### src/rtl/assert_macros.svh
// Assertion helpers used by the dither unit.
`ifndef ASSERT_MACROS_SVH
`define ASSERT_MACROS_SVH

// Same-cycle implication, disabled while reset is low.
`define EDPD_ASSERT_IMP(lbl, ante, cons, msg) \
  lbl: assert property (@(posedge clk) disable iff (!rst_n) (ante) |-> (cons)) else $error(msg);

// Next-cycle implication, disabled while reset is low.
`define EDPD_ASSERT_NXT(lbl, ante, cons, msg) \
  lbl: assert property (@(posedge clk) disable iff (!rst_n) (ante) |=> (cons)) else $error(msg);

`endif

### src/rtl/edpd_ram.sv
// ----------------------------------------------------------------------------
// Simple dual port RAM
// One write port and one read port, read data registered.
// ----------------------------------------------------------------------------
module edpd_ram #(
  parameter int unsigned WIDTH = 8,
  parameter int unsigned DEPTH = 16
) (
  input  logic                     clk,
  input  logic                     we,
  input  logic [$clog2(DEPTH)-1:0] waddr,
  input  logic [WIDTH-1:0]         wdata,
  input  logic [$clog2(DEPTH)-1:0] raddr,
  output logic [WIDTH-1:0]         rdata
);

  logic [WIDTH-1:0] mem [DEPTH];

  always_ff @(posedge clk) begin
    if (we) begin
      mem[waddr] <= wdata;
    end
    rdata <= mem[raddr];
  end

endmodule

### config.mk
export PLATFORM = sky130hd
export DESIGN_NAME = edpd_ram
export DESIGN_NICKNAME = d
export VERILOG_FILES = /design/src/rtl/assert_macros.svh /design/src/rtl/edpd_ram.sv
export SDC_FILE = /design/constraint.sdc
export NUM_CORES = 1
export LEC_CHECK = 0
export ABC_AREA = 1
export ABC_CLOCK_PERIOD_IN_PS = 1250
export BUFFER_PORTS_ARGS = -buffer_cell sky130_fd_sc_hd__buf_2
export CAP_MARGIN = 0
export CORE_MARGIN = 2
export CORE_UTILIZATION = 45
export DETAILED_ROUTE_END_ITERATION = 7
export PLACE_DENSITY = 0.62
export SLEW_MARGIN = 20
export SYNTH_ARGS = -nofsm -noshare
export SYNTH_HDL_FRONTEND = slang
export SYNTH_SLANG_ARGS = --single-unit
### constraint.sdc
create_clock -name clk -period 1.25 [get_ports clk]
set_input_delay 0.125 -clock clk [delete_from_list [all_inputs] [get_ports clk]]
set_output_delay 0.125 -clock clk [all_outputs]
set_load 0.05 [all_outputs]
==> impl_metrics.env, run 1 <==
export IMPL_ys_warn_count=0
export IMPL_cts_buffer_depth=2
export IMPL_synth_top_family_by_area="simple AND/OR/NAND/NOR gates"
export IMPL_drt_first_pass_iters=5
export IMPL_yosys_area_share_simple=0.2105
export IMPL_finalHoldViolations=0
export IMPL_max_slew_worst_pin_slew_ps=404.4
export IMPL_synth_xor_area_share=0
export IMPL_cp_startpoint="rdata[7]$_DFF_P_"
export IMPL_gp_congestion=0.8572
export IMPL_io_buffers=25
export IMPL_grt_total_usage=0.2043
export IMPL_grt_max_degree=65
export IMPL_grt_pass1_wl_mm=19.80
export IMPL_die_area_um2=13740
export IMPL_highest_layer="met4"
export IMPL_wl_mm=12.56
export IMPL_r2r_start="mem[5][6]$_DFFE_PP_"
export IMPL_routedWlPerCell_um=16.09
export IMPL_syn_avg_cell_area_um2=10.47
export IMPL_yosys_mux_area_fraction=0
export IMPL_rows=41
export IMPL_layout_commonest_cell="nand2_1"
export IMPL_grt_antenna_before_repair=0
export IMPL_cts_setup_buffers=0
export IMPL_hold_path_class="in2reg"
export IMPL_synth_compound_area_frac=0
export IMPL_ios=26
export IMPL_grt_pass1_vias=3670
export IMPL_reg2reg_depth=6
export IMPL_ctsHoldBuffers=0
export IMPL_placed_area_um2=6178
export IMPL_start_util=0.4588
export IMPL_cpPeakStageDelay_ps=340
export IMPL_path_depth=1
export IMPL_htreeDepth=4
export IMPL_drive_above_1_share=0.1379
export IMPL_finalSetupViolations=0
export IMPL_ant_nets=0
export IMPL_rsz0062_at_grt="no"
export IMPL_dr_wl_met2_mm=5.985
export IMPL_initialDrtViolationCount=421
export IMPL_design_area_um2=6855
export IMPL_crit_type="reg2out"
export IMPL_hold_depth=3
export IMPL_wl_met1_mm=5.405
export IMPL_fin_crit_sh=0.9251
export IMPL_cp_end_kind="primary output"
export IMPL_slew_headroom=0.7304
export IMPL_antenna_cells=0
export IMPL_finalMaxSlewViolations=0
export IMPL_peakVddDrop_mv=0.7248
export IMPL_cap_violations=0
export IMPL_crit_path_cell_trace="buf_2"
export IMPL_crit_fanout=1
export IMPL_powerDensity_nw_per_um2=1675
export IMPL_cp_slowest_cell="dfxtp_1"
export IMPL_overflow=0
export IMPL_startpoint_type="register"
export IMPL_critPathRequiredTime_ps=1120
export IMPL_drc=0
export IMPL_cts_sinks=136
export IMPL_arrival_ps=1030
export IMPL_synth_distinct_cells=12
export IMPL_synth_area_um2=5767
export IMPL_num_vias=3790
export IMPL_worstSkewPairLatency_ps=420
export IMPL_die_h_um=117.2
export IMPL_cts_repair_resized=0
export IMPL_synthAdderAreaFrac=0
export IMPL_holdCritStartpoint="raddr[3]"
export IMPL_synthCells=551
export IMPL_synth_seq_cells=136
export IMPL_dp_hpwl_mm=7.711
export IMPL_finClkSkew_ps=11.09
export IMPL_critPathBufInv=1
export IMPL_vias_per_cell=4.853
export IMPL_nets=614
export IMPL_synth_net_count=569
export IMPL_core_area_um2=12570
export IMPL_dieWidth_um=117.2
export IMPL_final_cell_mix="nand2_1 (173), edfxtp_1 (128), inv_1 (100), nand3_1 (97), buf_2 (25)"
export IMPL_tns_ps=0
export IMPL_p_leak_uw=0.002992
export IMPL_clock_root_buffer="clkbuf_16"
export IMPL_cts_made_buffers=17
export IMPL_cts_tree="built"
export IMPL_area_growth_pct=18.88
export IMPL_route_met3_wl_um=710
export IMPL_run_status="finished, final reports clean"
export IMPL_cpLargestDelayFamily="flip-flops"
export IMPL_clk_pin_slew_ps=60
export IMPL_period_minus_slack_ps=1156
export IMPL_fmax_mhz=864.7
export IMPL_seq_area_frac_synth=0.6943
flip-flops by register name, indices dropped and copies added, names as in the netlist:
name,count
rdata,8
mem,128
through the flow:
step	utilization	power [uW]	setup WS [ps]	hold slack (ps)	std cells
global route	0.5454	11830	66.82	34.58	781
floorplan	-	5682	174.2	223.9	551
finish	0.5454	11480	93.57	37.32	781
global placement	0.4916	5951	24.47	464.0	749
CTS	0.5454	11570	90.89	23.26	781
detailed placement	0.4916	5961	27.69	469.3	749
worst min-delay path, cell delays in order:
cell and delay, ps:
buf_2 150, nand3_1 90, nand2_1 40
kinds of logic after synthesis:
group	after synthesis
and+or+nand+nor	289
DFF	136
buffers and inverters	126
path summary, 6_finish.rpt:
| path | slack, ps | end |
|---|---|---|
| max | 90 | rdata[7] |
| min | 40 | rdata[5]$_DFF_P_ |
| max reg2reg | 210 | rdata[6]$_DFF_P_ |
| min reg2reg | 650 | rdata[6]$_DFF_P_ |
Yosys cell counts, drive strengths merged:
master,number,area share
nand3b,2,0.0026
nand3,97,0.084
buf,24,0.029
nor2,17,0.011
nand2,173,0.11
inv,102,0.066
edfxtp,128,0.67
dfxtp,8,0.028
power breakdown:
part | total [uW] | internal, uW | switching (uW) | leakage, uW
Sequential | 5130 | 5100 | 26.5 | 0.00122
Combinational | 739 | 204 | 536 | 0.00144
Clock | 5620 | 3830 | 1790 | 0.000329
layout make-up:
| type | instances | area, um^2 |
|---|---|---|
| Timing Repair Buffer | 50 | 362.8 |
| Fill cell | 1067 | 5713 |
| Inverter | 102 | 382.9 |
| Sequential cell | 136 | 4004 |
| Clock buffer | 19 | 452.9 |
| Clock inverter | 13 | 224.0 |
| Multi-Input combinational cell | 289 | 1214 |
| Tap cell | 172 | 215.2 |
per-layer routing:
metal  vias up  global-route usage
li1       1867                   -
met1      1773              0.2561
met2       125              0.3264
met3        25             0.04892
met4         0              0.1153
met5         -                   0
(Power assumes the default switching activity.)
==> inputs of run 2 (changes only) <==
- ABC_CLOCK_PERIOD_IN_PS: 1250 -> 1450
- clock period: 1.25 -> 1.45 ns (I/O delays scaled with it)
==> run 2 against run 1 <==
Net effect:
- worst setup slack improved by 220 ps
- via count increased by 0.45%
- register-to-register slack better by 170 ps
- first-iteration DRC count decreased by 23%
- clock power down 30%
==> impl_metrics.env, run 2 (same netlist as run 1, synthesis figures left out) <==
export IMPL_clk_pin_slew_ps=60
export IMPL_cts_sinks=136
export IMPL_crit_type="reg2out"
export IMPL_layout_commonest_cell="nand2_1"
export IMPL_fin_crit_sh=0.7857
export IMPL_arrival_ps=990
export IMPL_crit_fanout=1
export IMPL_final_cell_mix="nand2_1 (173), edfxtp_1 (128), inv_1 (100), nand3_1 (97), buf_2 (25)"
export IMPL_antenna_cells=0
export IMPL_final_util=0.5347
export IMPL_startpoint_type="register"
export IMPL_ant_nets=0
export IMPL_p_leak_uw=0.002929
export IMPL_ios=26
export IMPL_slew_headroom=0.7249
export IMPL_critPathRequiredTime_ps=1310
export IMPL_gp_congestion=0.8563
export IMPL_placed_area_um2=6178
export IMPL_crit_path_cell_trace="buf_2"
export IMPL_max_slew_worst_pin_slew_ps=412.7
export IMPL_cts_tree="built"
export IMPL_grt_max_degree=65
export IMPL_die_h_um=117.2
export IMPL_powerDensity_nw_per_um2=1337
export IMPL_top_regs="mem x128, rdata x8"
export IMPL_fmax_mhz=877.7
export IMPL_ctsHoldBuffers=0
export IMPL_core_area_um2=12570
export IMPL_design_area_um2=6720
export IMPL_cpPeakStageDelay_ps=320
export IMPL_cts_repair_resized=0
export IMPL_layoutNonFillerInstCount=781
export IMPL_post_place_cells=749
export IMPL_finClkSkew_ps=5.108
export IMPL_io_buffers=25
export IMPL_reg2reg_slack_ps=380
export IMPL_cts_made_buffers=17
export IMPL_nets=614
export IMPL_peakVddDrop_mv=0.8175
export IMPL_overflow=0
export IMPL_htreeDepth=4
export IMPL_finalMaxSlewViolations=0
export IMPL_cts_setup_buffers=0
export IMPL_initialDrtViolationCount=325
export IMPL_drive_above_1_share=0.1248
export IMPL_dieWidth_um=117.2
export IMPL_finalSetupViolations=0
export IMPL_grt_total_usage=0.2068
export IMPL_rows=41
export IMPL_cp_slowest_cell="dfxtp_1"
export IMPL_wl_mm=12.66
export IMPL_tns_ps=0
export IMPL_rsz0062_at_grt="no"
export IMPL_hold_path_class="in2reg"
export IMPL_dp_hpwl_mm=7.750
export IMPL_cp_end_kind="primary output"
export IMPL_cap_violations=0
export IMPL_num_vias=3807
export IMPL_largest_reg_flops=128
export IMPL_area_growth_pct=16.53
export IMPL_worstSkewPairLatency_ps=420
export IMPL_clock_root_buffer="clkbuf_16"
export IMPL_regMostFlops="mem"
export IMPL_drt_first_pass_iters=5
export IMPL_grt_antenna_before_repair=0
export IMPL_grt_pass1_wl_mm=19.99
export IMPL_die_area_um2=13740
export IMPL_finalHoldViolations=0
export IMPL_cts_buffer_depth=2
export IMPL_vias_per_cell=4.875
export IMPL_drc=0
export IMPL_cpLargestDelayFamily="flip-flops"
export IMPL_start_util=0.4588
export IMPL_run_status="finished, final reports clean"
export IMPL_routedWlPerCell_um=16.20
export IMPL_period_minus_slack_ps=1139
export IMPL_critPathBufInv=1
export IMPL_grt_pass1_vias=3608
## run 2: cell count changes in the layout (fill, tap and decap cells not counted), sizes merged
cell / change
clkinvlp: -2
clkinv: -2
clkbuf: +9
bufinv: -5
## run 2: power breakdown
part           internal (uW)  leakage, uW  switching [uW]  total [uW]
clock network           2480     0.000266            1450        3930
registers               4400      0.00122            22.5        4420
logic                    175      0.00144             461         636
total                   7060      0.00293            1930        8990
## run 2: area by class of cell
| cell class | instances | area, um^2 |
|---|---|---|
| Sequential cell | 136 | 4004 |
| Clock buffer | 28 | 496.7 |
| Inverter | 102 | 382.9 |
| Tap cell | 172 | 215.2 |
| Multi-Input combinational cell | 289 | 1214 |
| Timing Repair Buffer | 50 | 362.8 |
| Fill cell | 1112 | 5848 |
| Clock inverter | 4 | 45.04 |
## run 2: final timing paths
check,startpoint,to,cells after the start
hold / removal,raddr[3],rdata[5]$_DFF_P_,3
setup reg to reg,mem[4][6]$_DFFE_PP_,rdata[6]$_DFF_P_,6
hold reg to reg,mem[10][0]$_DFFE_PP_,rdata[0]$_DFF_P_,6
setup / recovery,rdata[6]$_DFF_P_,rdata[6],1
## run 2: through the flow
step | hold slack, ps | total power (uW) | setup WS [ps]
final | 92.67 | 8988 | 310.7
after global routing | 98.48 | 9290 | 266.7
after floorplan | 243.9 | 4898 | 354.2
after global placement | 519.0 | 5130 | 190.3
after detailed placement | 521.3 | 5140 | 173.8
after CTS | 77.37 | 9056 | 278.0
## run 2: routing by layer
layer	global-route usage	share of wire
met2	0.3230	0.47
met1	0.2762	0.44
met4	0.09882	0.033
met3	0.04583	0.049
met5	0	0
==> inputs of run 3 (changes only) <==
- ABC_CLOCK_PERIOD_IN_PS: 1450 -> 1000
- PLACE_DENSITY: 0.62 -> 0.65
- clock period: 1.45 -> 1 ns (I/O delays scaled with it)
==> run 3 against run 2 <==
Net effect:
- the flow now finishes with violations (setup timing)
- clock skew up 0.97 ps
- via count up 4.2%
- sequential share of layout area is 3.4 points lower
- non-clock buffer count up 6
- largest power group unchanged
- highest routed layer unchanged
==> impl_metrics.env, run 3 (same netlist as run 1, synthesis figures left out) <==
export IMPL_finalWorstSetupSlack_ps=-16.21
export IMPL_clock_root_buffer="clkbuf_16"
export IMPL_ant_nets=0
export IMPL_ctsHoldBuffers=0
export IMPL_htreeDepth=4
export IMPL_overflow=0
export IMPL_top_regs="mem x128, rdata x8"
export IMPL_grt_total_usage=0.2137
export IMPL_cts_made_buffers=17
export IMPL_start_util=0.4588
export IMPL_nets=620
export IMPL_critPathRequiredTime_ps=900
export IMPL_period_minus_slack_ps=1016
export IMPL_max_slew_worst_pin_slew_ps=375.1
export IMPL_cpPeakStageDelay_ps=360
export IMPL_die_area_um2=13740
export IMPL_crit_fanout=1
export IMPL_grt_pass1_vias=3947
export IMPL_finalMaxSlewViolations=0
export IMPL_largest_reg_flops=128
export IMPL_placed_area_um2=6294
export IMPL_cpLargestDelayFamily="flip-flops"
export IMPL_cap_violations=0
export IMPL_routedWlPerCell_um=16.86
export IMPL_gp_congestion=0.8789
export IMPL_fin_total_pwr_uw=13840
export IMPL_io_buffers=25
export IMPL_area_growth_pct=23.93
export IMPL_peakVddDrop_mv=1.025
export IMPL_hold_path_class="in2reg"
export IMPL_layout_commonest_cell="nand2_1"
export IMPL_regMostFlops="mem"
export IMPL_powerDensity_nw_per_um2=1937
export IMPL_fillCellCount=1014
export IMPL_cp_slowest_cell="dfxtp_4"
export IMPL_fin_crit_sh=1.016
export IMPL_worstSkewPairLatency_ps=420
export IMPL_crit_type="reg2out"
export IMPL_fmax_mhz=984.0
export IMPL_critPathBufInv=1
export IMPL_num_vias=3966
export IMPL_grt_antenna_before_repair=0
export IMPL_pre_cts_slack_ps=-217.8
export IMPL_die_h_um=117.2
export IMPL_p_leak_uw=0.003093
export IMPL_dp_hpwl_mm=8.379
export IMPL_cts_buffer_depth=2
export IMPL_arrival_ps=920
export IMPL_clk_pin_slew_ps=60
export IMPL_startpoint_type="register"
export IMPL_ios=26
export IMPL_finalSetupViolations=3
export IMPL_core_area_um2=12570
export IMPL_crit_path_cell_trace="buf_8"
export IMPL_grt_pass1_wl_mm=21.06
export IMPL_initialDrtViolationCount=266
export IMPL_run_status="finished, violations left"
export IMPL_rows=41
export IMPL_finalHoldViolations=0
export IMPL_grt_max_degree=33
export IMPL_cts_setup_buffers=0
export IMPL_design_area_um2=7147
export IMPL_drive_above_1_share=0.2195
export IMPL_cp_end_kind="primary output"
export IMPL_post_place_cells=755
export IMPL_antenna_cells=0
export IMPL_final_cell_mix="nand2_1 (170), edfxtp_1 (128), inv_1 (100), nand3_1 (65), nand3_2 (32)"
export IMPL_rsz0062_at_grt="yes"
export IMPL_vias_per_cell=5.039
export IMPL_cts_sinks=136
export IMPL_dieWidth_um=117.2
export IMPL_drt_first_pass_iters=5
export IMPL_hold_slack_ps=99.13
export IMPL_cts_tree="built"
export IMPL_slew_headroom=0.7497
export IMPL_finClkSkew_ps=6.077
export IMPL_violations="setup timing"
export IMPL_drc=0
export IMPL_layoutNonFillerInstCount=787
export IMPL_wl_mm=13.27
## run 3: changes by cell type in the layout (fill, tap and decap cells not counted), sizes merged
cell      before  now
clkbuf        28   18
buf           50   56
clkinvlp       0    3
inv          102  105
bufinv         1    3
clkinv         3    5
## run 3: power by group
part           switching (uW)  internal (uW)  total [uW]
combinational             727            378        1110
clock                    2370           3930        6300
sequential               51.8           6380        6430
total                    3150          10700       13800
## run 3: timing repair
item | CTS | global route
pin swaps | 0 | 6
setup endpoints to repair | 10 | 16
resized for setup | 32 | 34
## run 3: area by class of cell
type / instances / area (um^2) / area share
multi-input cells: 289 / 1389 / 0.1943
flip-flops and latches: 136 / 4016 / 0.5620
well taps: 172 / 215.2 / 0.03011
repair buffers: 56 / 543.0 / 0.07598
clock inverters: 14 / 171.4 / 0.02398
clock buffers: 18 / 429.2 / 0.06005
inverters: 102 / 382.9 / 0.05357
## run 3: path summary, 6_finish.rpt
kind	to	slack (ps)	startpoint	cells after the start
worst max-delay path	rdata[7]	-20	rdata[7]$_DFF_P_	1
worst min-delay path	mem[3][4]$_DFFE_PP_	100	wdata[4]	1
worst max register to register	rdata[5]$_DFF_P_	40	mem[9][5]$_DFFE_PP_	6
worst min register to register	rdata[2]$_DFF_P_	660	mem[12][2]$_DFFE_PP_	6
## run 3: per-layer routing
metal,global-route usage,up-vias,wire [um]
li1,-,1883,-
met1,0.2743,1917,5606
met2,0.3556,142,6562
met3,0.05407,24,803
met4,0.07373,0,296
met5,0,-,0
## run 3: through the flow
step           TNS, ps    util
3_5_place_dp    -10980  0.5007
6_report        -23.46  0.5686
3_3_place_gp     -8741  0.5007
2_1_floorplan    -4120       -
4_1_cts         -102.4  0.5562
5_1_grt         -192.1  0.5686
